<file path="src/rtl/core/cmavg_pkg.sv">
// ----------------------------------------------------------------------------
// cmavg_pkg
// Shared sizes, types and helpers of the centered moving average block.
// ----------------------------------------------------------------------------
package cmavg_pkg;

    localparam int SAMPLE_BITS    = 24;
    localparam int MAX_HALF_WIDTH = 16;
    localparam int HIST_DEPTH     = 2 * MAX_HALF_WIDTH + 1;
    localparam int CNT_W          = $clog2(HIST_DEPTH + 1);
    localparam int SUM_W          = SAMPLE_BITS + CNT_W;
    localparam int NUM_W          = SUM_W + 1;
    localparam int DIV_W          = CNT_W + 1;
    localparam int CYC_W          = $clog2(NUM_W);
    localparam int CFG_W          = 6;
    localparam logic [CFG_W-1:0] CFG_RESET = CFG_W'(2);

    typedef logic signed [SAMPLE_BITS-1:0] t_sample;
    typedef logic        [CNT_W-1:0]       t_cnt;
    typedef logic signed [SUM_W-1:0]       t_sum;

    typedef struct packed {
        logic shift;
        logic rotate;
    } t_cell_ctl;

    typedef struct packed {
        logic start;
        t_sum sum;
        t_cnt den;
    } t_div_req;

    typedef struct packed {
        logic    done;
        t_sample value;
    } t_div_rsp;

    function automatic t_cnt half_of(input logic [CFG_W-1:0] wp);
        logic [CFG_W-1:0] h;
        h = wp >> 1;
        if (h > CFG_W'(MAX_HALF_WIDTH)) begin
            return t_cnt'(MAX_HALF_WIDTH);
        end
        return t_cnt'(h);
    endfunction

endpackage

</file>
<file path="src/rtl/core/cmavg_in_if.sv">
// ----------------------------------------------------------------------------
// cmavg_in_if
// Sample channel: valid/ready handshake with sample and end-of-set flag.
// ----------------------------------------------------------------------------
interface cmavg_in_if;
    logic                valid;
    logic                ready;
    cmavg_pkg::t_sample  sample;
    logic                is_final;

    modport source (output valid, output sample, output is_final, input ready);
    modport sink   (input valid, input sample, input is_final, output ready);
endinterface

</file>
<file path="src/rtl/core/cmavg_out_if.sv">
// ----------------------------------------------------------------------------
// cmavg_out_if
// Result channel: valid/ready handshake with smoothed value and end flag.
// ----------------------------------------------------------------------------
interface cmavg_out_if;
    logic                valid;
    logic                ready;
    cmavg_pkg::t_sample  smoothed;
    logic                end_of_set;

    modport source (output valid, output smoothed, output end_of_set, input ready);
    modport sink   (input valid, input smoothed, input end_of_set, output ready);
endinterface

</file>
<file path="src/rtl/core/centered_moving_average.sv">
// ----------------------------------------------------------------------------
// centered_moving_average
// Centered moving average over finite data sets with shrinking edge windows.
// ----------------------------------------------------------------------------
// One sample is taken per transfer and the block works on one sample at a
// time. A sample that produces no result leaves the block idle. Each result
// takes one full turn of the 33-cell history ring past the accumulator tap,
// then a bit-serial rounding divider that works through the dividend one bit
// at a time. A flagged last sample produces up to half+1 results in a row,
// oldest first, the last one with end_of_set set. The result register lets
// the next sample in while a result still waits for its transfer.
// window_points may be written at any time the block is idle; the
// configuration channel is always ready.
// ----------------------------------------------------------------------------
module centered_moving_average (
    input  logic                           i_clk,
    input  logic                           i_rst_n,
    cmavg_in_if.sink                       i_in,
    cmavg_out_if.source                    o_out,
    input  logic                           i_cfg_valid,
    output logic                           o_cfg_ready,
    input  logic [cmavg_pkg::CFG_W-1:0]    i_cfg_data
);

    typedef enum logic [3:0] {
        S_IDLE = 4'b0001,
        S_ACC  = 4'b0010,
        S_DIV  = 4'b0100,
        S_PUT  = 4'b1000
    } t_state;

    localparam cmavg_pkg::t_cnt LAST_POS = cmavg_pkg::t_cnt'(cmavg_pkg::HIST_DEPTH - 1);

    t_state                          r_state, n_state;
    logic [cmavg_pkg::CFG_W-1:0]     r_wp;
    cmavg_pkg::t_cnt                 r_seen,  n_seen;
    cmavg_pkg::t_cnt                 r_n,     n_n;
    cmavg_pkg::t_cnt                 r_half,  n_half;
    cmavg_pkg::t_cnt                 r_k,     n_k;
    logic                            r_fin,   n_fin;
    cmavg_pkg::t_cnt                 r_pos,   n_pos;
    cmavg_pkg::t_sum                 r_acc,   n_acc;
    logic                            r_start, n_start;
    cmavg_pkg::t_sample              r_res,   n_res;
    logic                            r_out_valid, n_out_valid;
    cmavg_pkg::t_sample              r_out_data,  n_out_data;
    logic                            r_out_end,   n_out_end;

    logic                            w_in_xfer;
    cmavg_pkg::t_cnt                 w_half_now;
    cmavg_pkg::t_cnt                 w_ipart;
    cmavg_pkg::t_cnt                 w_rad;
    cmavg_pkg::t_cnt                 w_lo;
    cmavg_pkg::t_cnt                 w_hi;
    cmavg_pkg::t_sum                 w_add;
    cmavg_pkg::t_cell_ctl            w_ctl;
    cmavg_pkg::t_div_req             w_req;
    cmavg_pkg::t_div_rsp             w_rsp;
    cmavg_pkg::t_sample              w_tap [cmavg_pkg::HIST_DEPTH];

    // history ring, newest at cell 0; rotating walks older entries to the tap
    for (genvar g = 0; g < cmavg_pkg::HIST_DEPTH; g++) begin : g_cell
        if (g == 0) begin : g_head
            cmavg_cell u_cell (
                .i_clk   (i_clk),
                .i_ctl   (w_ctl),
                .i_prev  (i_in.sample),
                .i_next  (w_tap[(g + 1) % cmavg_pkg::HIST_DEPTH]),
                .o_value (w_tap[g])
            );
        end else begin : g_body
            cmavg_cell u_cell (
                .i_clk   (i_clk),
                .i_ctl   (w_ctl),
                .i_prev  (w_tap[g - 1]),
                .i_next  (w_tap[(g + 1) % cmavg_pkg::HIST_DEPTH]),
                .o_value (w_tap[g])
            );
        end
    end

    cmavg_div u_div (
        .i_clk   (i_clk),
        .i_rst_n (i_rst_n),
        .i_req   (w_req),
        .o_rsp   (w_rsp)
    );

    assign i_in.ready       = (r_state == S_IDLE);
    assign o_cfg_ready      = 1'b1;
    assign o_out.valid      = r_out_valid;
    assign o_out.smoothed   = r_out_data;
    assign o_out.end_of_set = r_out_end;

    always_comb begin
        w_in_xfer  = i_in.valid && i_in.ready;
        w_half_now = cmavg_pkg::half_of(r_wp);

        w_ipart = (r_n >= cmavg_pkg::t_cnt'(r_k + r_half)) ? r_half
                                                           : cmavg_pkg::t_cnt'(r_n - r_k);
        w_rad   = (w_ipart < r_k) ? w_ipart : r_k;
        w_lo    = cmavg_pkg::t_cnt'(r_k - w_rad);
        w_hi    = cmavg_pkg::t_cnt'(r_k + w_rad);
        w_add   = ((r_pos >= w_lo) && (r_pos <= w_hi)) ? cmavg_pkg::t_sum'(w_tap[0]) : '0;

        w_ctl.shift  = w_in_xfer;
        w_ctl.rotate = (r_state == S_ACC);

        w_req.start = r_start;
        w_req.sum   = r_acc;
        w_req.den   = cmavg_pkg::t_cnt'({w_rad, 1'b1});

        n_state     = r_state;
        n_seen      = r_seen;
        n_n         = r_n;
        n_half      = r_half;
        n_k         = r_k;
        n_fin       = r_fin;
        n_pos       = r_pos;
        n_acc       = r_acc;
        n_start     = 1'b0;
        n_res       = r_res;
        n_out_valid = r_out_valid;
        n_out_data  = r_out_data;
        n_out_end   = r_out_end;

        if (r_out_valid && o_out.ready) begin
            n_out_valid = 1'b0;
        end

        unique case (r_state)
            S_IDLE: begin
                if (w_in_xfer) begin
                    n_n    = r_seen;
                    n_fin  = i_in.is_final;
                    n_half = w_half_now;
                    n_pos  = '0;
                    if (i_in.is_final) begin
                        n_seen  = '0;
                        n_k     = (r_seen < w_half_now) ? r_seen : w_half_now;
                        n_state = S_ACC;
                    end else begin
                        if (r_seen != cmavg_pkg::t_cnt'(cmavg_pkg::HIST_DEPTH)) begin
                            n_seen = cmavg_pkg::t_cnt'(r_seen + 1'b1);
                        end
                        if (r_seen >= w_half_now) begin
                            n_k     = w_half_now;
                            n_state = S_ACC;
                        end
                    end
                end
            end
            S_ACC: begin
                n_acc = ((r_pos == '0) ? cmavg_pkg::t_sum'(0) : r_acc) + w_add;
                if (r_pos == LAST_POS) begin
                    n_pos   = '0;
                    n_start = 1'b1;
                    n_state = S_DIV;
                end else begin
                    n_pos = cmavg_pkg::t_cnt'(r_pos + 1'b1);
                end
            end
            S_DIV: begin
                if (w_rsp.done) begin
                    n_res   = w_rsp.value;
                    n_state = S_PUT;
                end
            end
            S_PUT: begin
                if (!r_out_valid || o_out.ready) begin
                    n_out_valid = 1'b1;
                    n_out_data  = r_res;
                    n_out_end   = r_fin && (r_k == '0);
                    if (r_fin && (r_k != '0)) begin
                        n_k     = cmavg_pkg::t_cnt'(r_k - 1'b1);
                        n_pos   = '0;
                        n_state = S_ACC;
                    end else begin
                        n_state = S_IDLE;
                    end
                end
            end
            default: begin
                n_state = S_IDLE;
            end
        endcase
    end

    always_ff @(posedge i_clk) begin
        if (!i_rst_n) begin
            r_state     <= S_IDLE;
            r_wp        <= cmavg_pkg::CFG_RESET;
            r_seen      <= '0;
            r_start     <= 1'b0;
            r_out_valid <= 1'b0;
        end else begin
            r_state     <= n_state;
            r_seen      <= n_seen;
            r_start     <= n_start;
            r_out_valid <= n_out_valid;
            if (i_cfg_valid && o_cfg_ready) begin
                r_wp <= i_cfg_data;
            end
        end
    end

    always_ff @(posedge i_clk) begin
        r_n        <= n_n;
        r_half     <= n_half;
        r_k        <= n_k;
        r_fin      <= n_fin;
        r_pos      <= n_pos;
        r_acc      <= n_acc;
        r_res      <= n_res;
        r_out_data <= n_out_data;
        r_out_end  <= n_out_end;
    end

    a_seen_bound: assert property (@(posedge i_clk) disable iff (!i_rst_n)
        r_seen <= cmavg_pkg::t_cnt'(cmavg_pkg::HIST_DEPTH))
        else $error("sample count above history depth");

    a_final_clears: assert property (@(posedge i_clk) disable iff (!i_rst_n)
        (i_in.valid && i_in.ready && i_in.is_final) |=> (r_seen == '0))
        else $error("sample count not cleared after last sample");

    a_done_in_div: assert property (@(posedge i_clk) disable iff (!i_rst_n)
        w_rsp.done |-> (r_state == S_DIV))
        else $error("divider result outside divide phase");

    a_center_bound: assert property (@(posedge i_clk) disable iff (!i_rst_n)
        (r_state == S_ACC) |-> ((r_k <= r_half) && (r_pos <= LAST_POS)))
        else $error("window center or ring position out of range");

endmodule

</file>
<file path="src/rtl/core/cmavg_cell.sv">
// ----------------------------------------------------------------------------
// cmavg_cell
// One history cell: takes its newer neighbor on a shift, its older-side
// neighbor on a rotate, else holds.
// ----------------------------------------------------------------------------
module cmavg_cell (
    input  logic                  i_clk,
    input  cmavg_pkg::t_cell_ctl  i_ctl,
    input  cmavg_pkg::t_sample    i_prev,
    input  cmavg_pkg::t_sample    i_next,
    output cmavg_pkg::t_sample    o_value
);

    cmavg_pkg::t_sample r_value;

    always_ff @(posedge i_clk) begin
        if (i_ctl.shift) begin
            r_value <= i_prev;
        end else if (i_ctl.rotate) begin
            r_value <= i_next;
        end
    end

    assign o_value = r_value;

endmodule

</file>
<file path="src/rtl/core/cmavg_div.sv">
// ----------------------------------------------------------------------------
// cmavg_div
// Rounded signed divide of a window sum by an odd count, one quotient bit
// per cycle (restoring), ties away from zero.
// ----------------------------------------------------------------------------
module cmavg_div (
    input  logic                 i_clk,
    input  logic                 i_rst_n,
    input  cmavg_pkg::t_div_req  i_req,
    output cmavg_pkg::t_div_rsp  o_rsp
);

    typedef enum logic [3:0] {
        D_IDLE = 4'b0001,
        D_PREP = 4'b0010,
        D_RUN  = 4'b0100,
        D_FIN  = 4'b1000
    } t_dstate;

    t_dstate                            r_state, n_state;
    logic                               r_done,  n_done;
    logic                               r_neg,   n_neg;
    cmavg_pkg::t_cnt                    r_den,   n_den;
    logic [cmavg_pkg::NUM_W-1:0]        r_num,   n_num;
    logic [cmavg_pkg::DIV_W-1:0]        r_rem,   n_rem;
    logic [cmavg_pkg::CYC_W-1:0]        r_cnt,   n_cnt;
    cmavg_pkg::t_sample                 r_value, n_value;

    logic [cmavg_pkg::SUM_W-1:0]        w_abs;
    logic [cmavg_pkg::DIV_W:0]          w_trial;
    logic [cmavg_pkg::DIV_W-1:0]        w_dvs;
    logic [cmavg_pkg::DIV_W:0]          w_diff;
    logic                               w_ge;
    logic [cmavg_pkg::NUM_W-1:0]        w_qneg;

    always_comb begin
        w_abs   = i_req.sum[cmavg_pkg::SUM_W-1]
                ? (cmavg_pkg::SUM_W'(0) - cmavg_pkg::SUM_W'(i_req.sum))
                : cmavg_pkg::SUM_W'(i_req.sum);
        w_trial = {r_rem, r_num[cmavg_pkg::NUM_W-1]};
        w_dvs   = {r_den, 1'b0};
        w_ge    = (w_trial >= {1'b0, w_dvs});
        w_diff  = w_trial - {1'b0, w_dvs};
        w_qneg  = cmavg_pkg::NUM_W'(0) - r_num;

        n_state = r_state;
        n_done  = 1'b0;
        n_neg   = r_neg;
        n_den   = r_den;
        n_num   = r_num;
        n_rem   = r_rem;
        n_cnt   = r_cnt;
        n_value = r_value;

        unique case (r_state)
            D_IDLE: begin
                if (i_req.start) begin
                    n_neg   = i_req.sum[cmavg_pkg::SUM_W-1];
                    n_num   = cmavg_pkg::NUM_W'(w_abs);
                    n_den   = i_req.den;
                    n_state = D_PREP;
                end
            end
            D_PREP: begin
                // 2*|sum| + d over 2*d gives the rounded quotient
                n_num   = (r_num << 1) + cmavg_pkg::NUM_W'(r_den);
                n_rem   = '0;
                n_cnt   = '0;
                n_state = D_RUN;
            end
            D_RUN: begin
                n_rem = w_ge ? cmavg_pkg::DIV_W'(w_diff) : cmavg_pkg::DIV_W'(w_trial);
                n_num = {r_num[cmavg_pkg::NUM_W-2:0], w_ge};
                if (r_cnt == cmavg_pkg::CYC_W'(cmavg_pkg::NUM_W - 1)) begin
                    n_state = D_FIN;
                end else begin
                    n_cnt = r_cnt + 1'b1;
                end
            end
            D_FIN: begin
                n_value = r_neg ? cmavg_pkg::SAMPLE_BITS'(w_qneg)
                                : cmavg_pkg::SAMPLE_BITS'(r_num);
                n_done  = 1'b1;
                n_state = D_IDLE;
            end
            default: begin
                n_state = D_IDLE;
            end
        endcase
    end

    always_ff @(posedge i_clk) begin
        if (!i_rst_n) begin
            r_state <= D_IDLE;
            r_done  <= 1'b0;
        end else begin
            r_state <= n_state;
            r_done  <= n_done;
        end
    end

    always_ff @(posedge i_clk) begin
        r_neg   <= n_neg;
        r_den   <= n_den;
        r_num   <= n_num;
        r_rem   <= n_rem;
        r_cnt   <= n_cnt;
        r_value <= n_value;
    end

    assign o_rsp.done  = r_done;
    assign o_rsp.value = r_value;

endmodule
</file>
<file path="src/flat_wrapper.sv">
// flat-port wrapper written by rule: the top's interface ports become plain ports
module centered_moving_average_flat 
  (i_clk, i_rst_n, i_cfg_valid, o_cfg_ready, i_cfg_data, i_in_valid, i_in_sample, i_in_is_final, i_in_ready, o_out_valid, o_out_smoothed, o_out_end_of_set, o_out_ready);
  cmavg_in_if i_in_i ();
  cmavg_out_if o_out_i ();
  input  logic i_clk;
  input  logic i_rst_n;
  input  logic i_cfg_valid;
  output logic o_cfg_ready;
  input  logic [cmavg_pkg::CFG_W-1:0] i_cfg_data;
  input wire logic [$bits(i_in_i.valid)-1:0] i_in_valid;
  input wire logic [$bits(i_in_i.sample)-1:0] i_in_sample;
  input wire logic [$bits(i_in_i.is_final)-1:0] i_in_is_final;
  output wire logic [$bits(i_in_i.ready)-1:0] i_in_ready;
  output wire logic [$bits(o_out_i.valid)-1:0] o_out_valid;
  output wire logic [$bits(o_out_i.smoothed)-1:0] o_out_smoothed;
  output wire logic [$bits(o_out_i.end_of_set)-1:0] o_out_end_of_set;
  input wire logic [$bits(o_out_i.ready)-1:0] o_out_ready;
  assign i_in_i.valid = i_in_valid;
  assign i_in_i.sample = i_in_sample;
  assign i_in_i.is_final = i_in_is_final;
  assign i_in_ready = i_in_i.ready;
  assign o_out_valid = o_out_i.valid;
  assign o_out_smoothed = o_out_i.smoothed;
  assign o_out_end_of_set = o_out_i.end_of_set;
  assign o_out_i.ready = o_out_ready;
  centered_moving_average u_core (.i_clk(i_clk), .i_rst_n(i_rst_n), .i_in(i_in_i), .o_out(o_out_i), .i_cfg_valid(i_cfg_valid), .o_cfg_ready(o_cfg_ready), .i_cfg_data(i_cfg_data));
endmodule
</file>
<file path="config.mk">
export PLATFORM = sky130hd
export DESIGN_NAME = centered_moving_average_flat
export DESIGN_NICKNAME = d
export VERILOG_FILES = /design/src/rtl/core/cmavg_pkg.sv /design/src/rtl/core/cmavg_in_if.sv /design/src/rtl/core/cmavg_out_if.sv /design/src/rtl/core/centered_moving_average.sv /design/src/rtl/core/cmavg_cell.sv /design/src/rtl/core/cmavg_div.sv /design/src/flat_wrapper.sv
export SDC_FILE = /design/constraint.sdc
export NUM_CORES = 2
export LEC_CHECK = 0
export BUFFER_PORTS_ARGS = -buffer_cell sky130_fd_sc_hd__buf_2
export CAP_MARGIN = 20
export CORE_ASPECT_RATIO = 1.1
export CORE_MARGIN = 4
export CORE_UTILIZATION = 25
export DETAILED_ROUTE_END_ITERATION = 6
export PLACE_DENSITY = 0.46
export SETUP_SLACK_MARGIN = 0.15
export SYNTH_ARGS = -nofsm -noshare
export SYNTH_HDL_FRONTEND = slang
export SYNTH_SLANG_ARGS = --single-unit
</file>
<file path="constraint.sdc">
create_clock -name i_clk -period 35.6 [get_ports i_clk]
set_input_delay 3.56 -clock i_clk [delete_from_list [all_inputs] [get_ports i_clk]]
set_output_delay 3.56 -clock i_clk [all_outputs]
set_load 0.01 [all_outputs]
</file>
==> run summary <==
R2R Setup Slk - 25700 ps
result of the run - finished clean
final net count - 4685
Critical Path RT - 36040 ps
number of port buffers - 61
dominant cells by area after synthesis - sky130_fd_sc_hd__edfxtp_1, sky130_fd_sc_hd__nand2_1, sky130_fd_sc_hd__ha_1
data arrival time of the worst path - 10340 ps
post-synth cell types - 69
top cell types by occurrence after synthesis - sky130_fd_sc_hd__nand2_1, sky130_fd_sc_hd__edfxtp_1, sky130_fd_sc_hd__clkbuf_1
buffer type at the clock tree root - sky130_fd_sc_hd__clkbuf_16
per-cell routed wire length - 13.4 microns
number of buffer and inverter stages on the critical path - 6
via count of the first global-routing pass - 29400
flops & latches, synth - 990
f_max - 101 MHz
total overflow reported by the global router - 0
Site Rows - 164
area of the placeable core - 182000 sq um
global-route wire length before repair - 155000 microns
routing usage on met1 - 0.133
Warnings, synthesis - 0
Hold-fix buffers, CTS - 0
clock latency of the later-clocked register in the worst-skew pair - 750 ps
die outline area - 191000 sq um
crit-path max cell delay - 570 ps
RePlAce Congestion - 0.768
number of pins exceeding their max-slew limit in the final report - 0
Horiz. Die Dim - 417 microns
dominant cell type by area after synthesis - sky130_fd_sc_hd__edfxtp_1
H-tree level count - 3
sequential area share after synthesis - 0.642
area share of the leading cell type in the synthesized netlist - 0.632
cell with the most instances after synthesis - sky130_fd_sc_hd__nand2_1
post-CTS clock slew at the launch and capture registers of the worst setup and hold paths - 60 ps
IO Count - 64
layer carrying the most global-route usage - met2
cell with the biggest individual delay on the critical path - sky130_fd_sc_hd__a221oi_2
Hold Startpoint - u_core.u_div.r_value[8]$_DFFE_PP_
vias after detailed routing - 30300
GRT Resource Usage Total - 0.0969
worst-case clock buffer depth - 3
endpoints failing setup - 0
met2 demand-to-capacity share in global routing - 0.155
most common flop cell mapped by yosys - sky130_fd_sc_hd__edfxtp_1
total of cells resized after clock tree synthesis - 0
summed instance area of the synthesized netlist - 46000 sq um
actual slew at the worst max-slew pin - 1280 ps
count of flip-flops with a built-in enable after synthesis - 968
Hold Crit Class - reg2reg
depth of the worst register-to-register path - 44
Slew headroom - 0.148
starting density of the core - 0.252
post-synthesis instance total - 4557
number of buffers created by CTS - 113
Worst Setup End Kind - flip-flop
DRC violation count after routing - 0
final setup slack of the worst path - 25700 ps
area grow syn2layout - 14.3%
Max-cap violations - 0
end of the worst register-to-register path - u_core.r_acc[22]$_DFFE_PP_
average vias per placed instance - 4.31
Synth Net Count - 4699
Detail Route Antenna Nets - 0
minimum setup slack after placement - 25680 ps
number of cells after detailed placement - 6835
part of the cycle the worst path needs - 0.278
DP HPWL - 56700 microns
Detailed Routing Iterations Pass 1 - 7
total negative setup slack - 0 ps
Min Clock Period, post-route - 9900 ps
detailed-route wire length - 94400 microns
share of cells above drive strength 1 - 0.0634
DRC marker count from the first detailed-route iteration - 2614
number of post-CTS setup repair buffers - 0
launch point of the worst reg-to-reg path - u_core.r_k[1]$_DFFE_PP_
number of cells on the worst hold path - 0
endpoint of the worst hold-timing path - u_core.r_res[8]$_DFFE_PP_
CTS tree - built
kind of cell adding the most delay to the critical path - compound AO/OA/AOI/OAI gates
skew final - 58.7 ps
number of clock sinks - 990
Worst Setup Path Type - reg2reg
number of hold-slack violations in the final timing report - 0
number of antenna violations at the first check in global routing - 1
critical path startpoint category - flip-flop
Avg Cell Area, Syn - 10.1 sq um
critical-path maximum fanout - 24
async set-or-reset flop fraction in the synthesized netlist - 0
non-filler instance count after layout - 7045
setup repair after global routing missed its margin - false
pin count of the biggest net entering global routing - 260
met3 capacity usage during global routing - 0.0182
overall die height - 458 microns
==> registers in the layout (all words and copies together), names as in the netlist, 6 cells and up <==
name                                 count
u_core.g_cell.g_body.u_cell.o_value    768
u_core.u_div.r_num                      31
u_core.r_acc                            30
u_core.g_cell.g_head.u_cell.o_value     24
u_core.o_out.smoothed                   24
u_core.r_res                            24
u_core.u_div.r_value                    24
u_core.u_div.r_rem                       7
u_core.r_k                               6
u_core.r_n                               6
u_core.r_pos                             6
u_core.r_seen                            6
==> how the worst max path moves through the flow <==
stage,from,to,cells after the start
after global routing,u_core.r_k[1]$_DFFE_PP_,u_core.r_acc[22]$_DFFE_PP_,44
after global placement,u_core.r_k[1]$_DFFE_PP_,u_core.r_acc[22]$_DFFE_PP_,44
after CTS,u_core.r_k[1]$_DFFE_PP_,u_core.r_acc[22]$_DFFE_PP_,44
after floorplan,i_in_valid,u_core.g_cell[0].g_head.u_cell.o_value[0]$_DFFE_PP_,5
after detailed placement,u_core.r_k[1]$_DFFE_PP_,u_core.r_acc[22]$_DFFE_PP_,44
final,u_core.r_k[1]$_DFFE_PP_,u_core.r_acc[22]$_DFFE_PP_,44
==> cell families (layout without fill, tap and decap cells) <==
| logic type | Yosys count | count (layout) | synth area share |
|---|---|---|---|
| and+or+nand+nor | 2743 | 2743 | 0.237 |
| DFF | 990 | 990 | 0.642 |
| AOI/OAI and AO/OA | 302 | 302 | 0.0423 |
| buffers and inverters | 282 | 360 | 0.0233 |
| xor gates and xnor gates | 119 | 119 | 0.0227 |
| adders and majority gates | 106 | 106 | 0.0300 |
| muxes | 14 | 14 | 0.00310 |
| other | 1 | 4 | 0.0000816 |
==> through the flow <==
step / util / instance area, sq um / hold WS, ps
final: 0.288 / 52500 / 417
after global routing: 0.288 / 52500 / 422
after CTS: 0.288 / 52500 / 419
after detailed placement: 0.268 / 48800 / 405
after global placement: 0.268 / 48800 / 401
after floorplan: - / 46000 / 400
==> layout by cell type, fill, tap and decap left out, types with 10 or more instances in the layout <==
master                       instances
sky130_fd_sc_hd__a21o_1             21
sky130_fd_sc_hd__nor2_1             76
sky130_fd_sc_hd__a21oi_1            71
sky130_fd_sc_hd__and3_1             14
sky130_fd_sc_hd__buf_4              28
sky130_fd_sc_hd__bufinv_16          10
sky130_fd_sc_hd__nor2b_1            35
sky130_fd_sc_hd__buf_2              61
sky130_fd_sc_hd__clkinv_2           14
sky130_fd_sc_hd__o21ai_0            83
sky130_fd_sc_hd__o31ai_1            21
sky130_fd_sc_hd__mux2i_1            12
sky130_fd_sc_hd__inv_1              58
sky130_fd_sc_hd__clkinv_1           25
sky130_fd_sc_hd__o21bai_1           13
sky130_fd_sc_hd__and2_1             34
sky130_fd_sc_hd__clkinvlp_4         11
sky130_fd_sc_hd__nor3_1             13
sky130_fd_sc_hd__xnor2_1            69
sky130_fd_sc_hd__nand4_1            18
sky130_fd_sc_hd__edfxtp_1          968
sky130_fd_sc_hd__a31oi_1            15
sky130_fd_sc_hd__dfxtp_1            22
sky130_fd_sc_hd__xor2_1             50
sky130_fd_sc_hd__nand2_1          2456
sky130_fd_sc_hd__clkbuf_16         113
sky130_fd_sc_hd__nand3_1            31
sky130_fd_sc_hd__clkbuf_1           13
sky130_fd_sc_hd__ha_1               99
sky130_fd_sc_hd__o221ai_1           15
==> layout make-up <==
type	count	area, sq um
Antenna cell	3	7.51
Inverter	60	233
Clock buffer	130	2930
Multi-Input combinational cell	3285	15400
Sequential cell	990	29500
Clock inverter	77	811
Fill cell	19100	130000
Timing Repair Buffer	93	596
Tap cell	2407	3010
==> worst register-to-register path: cells and delay by family (launching register included) <==
family,cells,cell delay (ps)
AO/OA/AOI/OAI,19,3820
adder cells (fa/ha/maj),6,1650
AND/OR/NAND/NOR,7,890
XOR/XNOR,3,560
multiplexers,3,860
buffers and inverters,6,1300
flip-flops,1,520
==> per-layer routing <==
layer  vias up  part of all wire
li1      15200                 -
met1     14600              0.48
met2       391              0.46
met3       128             0.037
met4         0             0.020
met5         -                 0
Power is left out: the tool's default activity adds up to more than one toggle a clock period on the data nets, which glitch-free logic cannot reach.
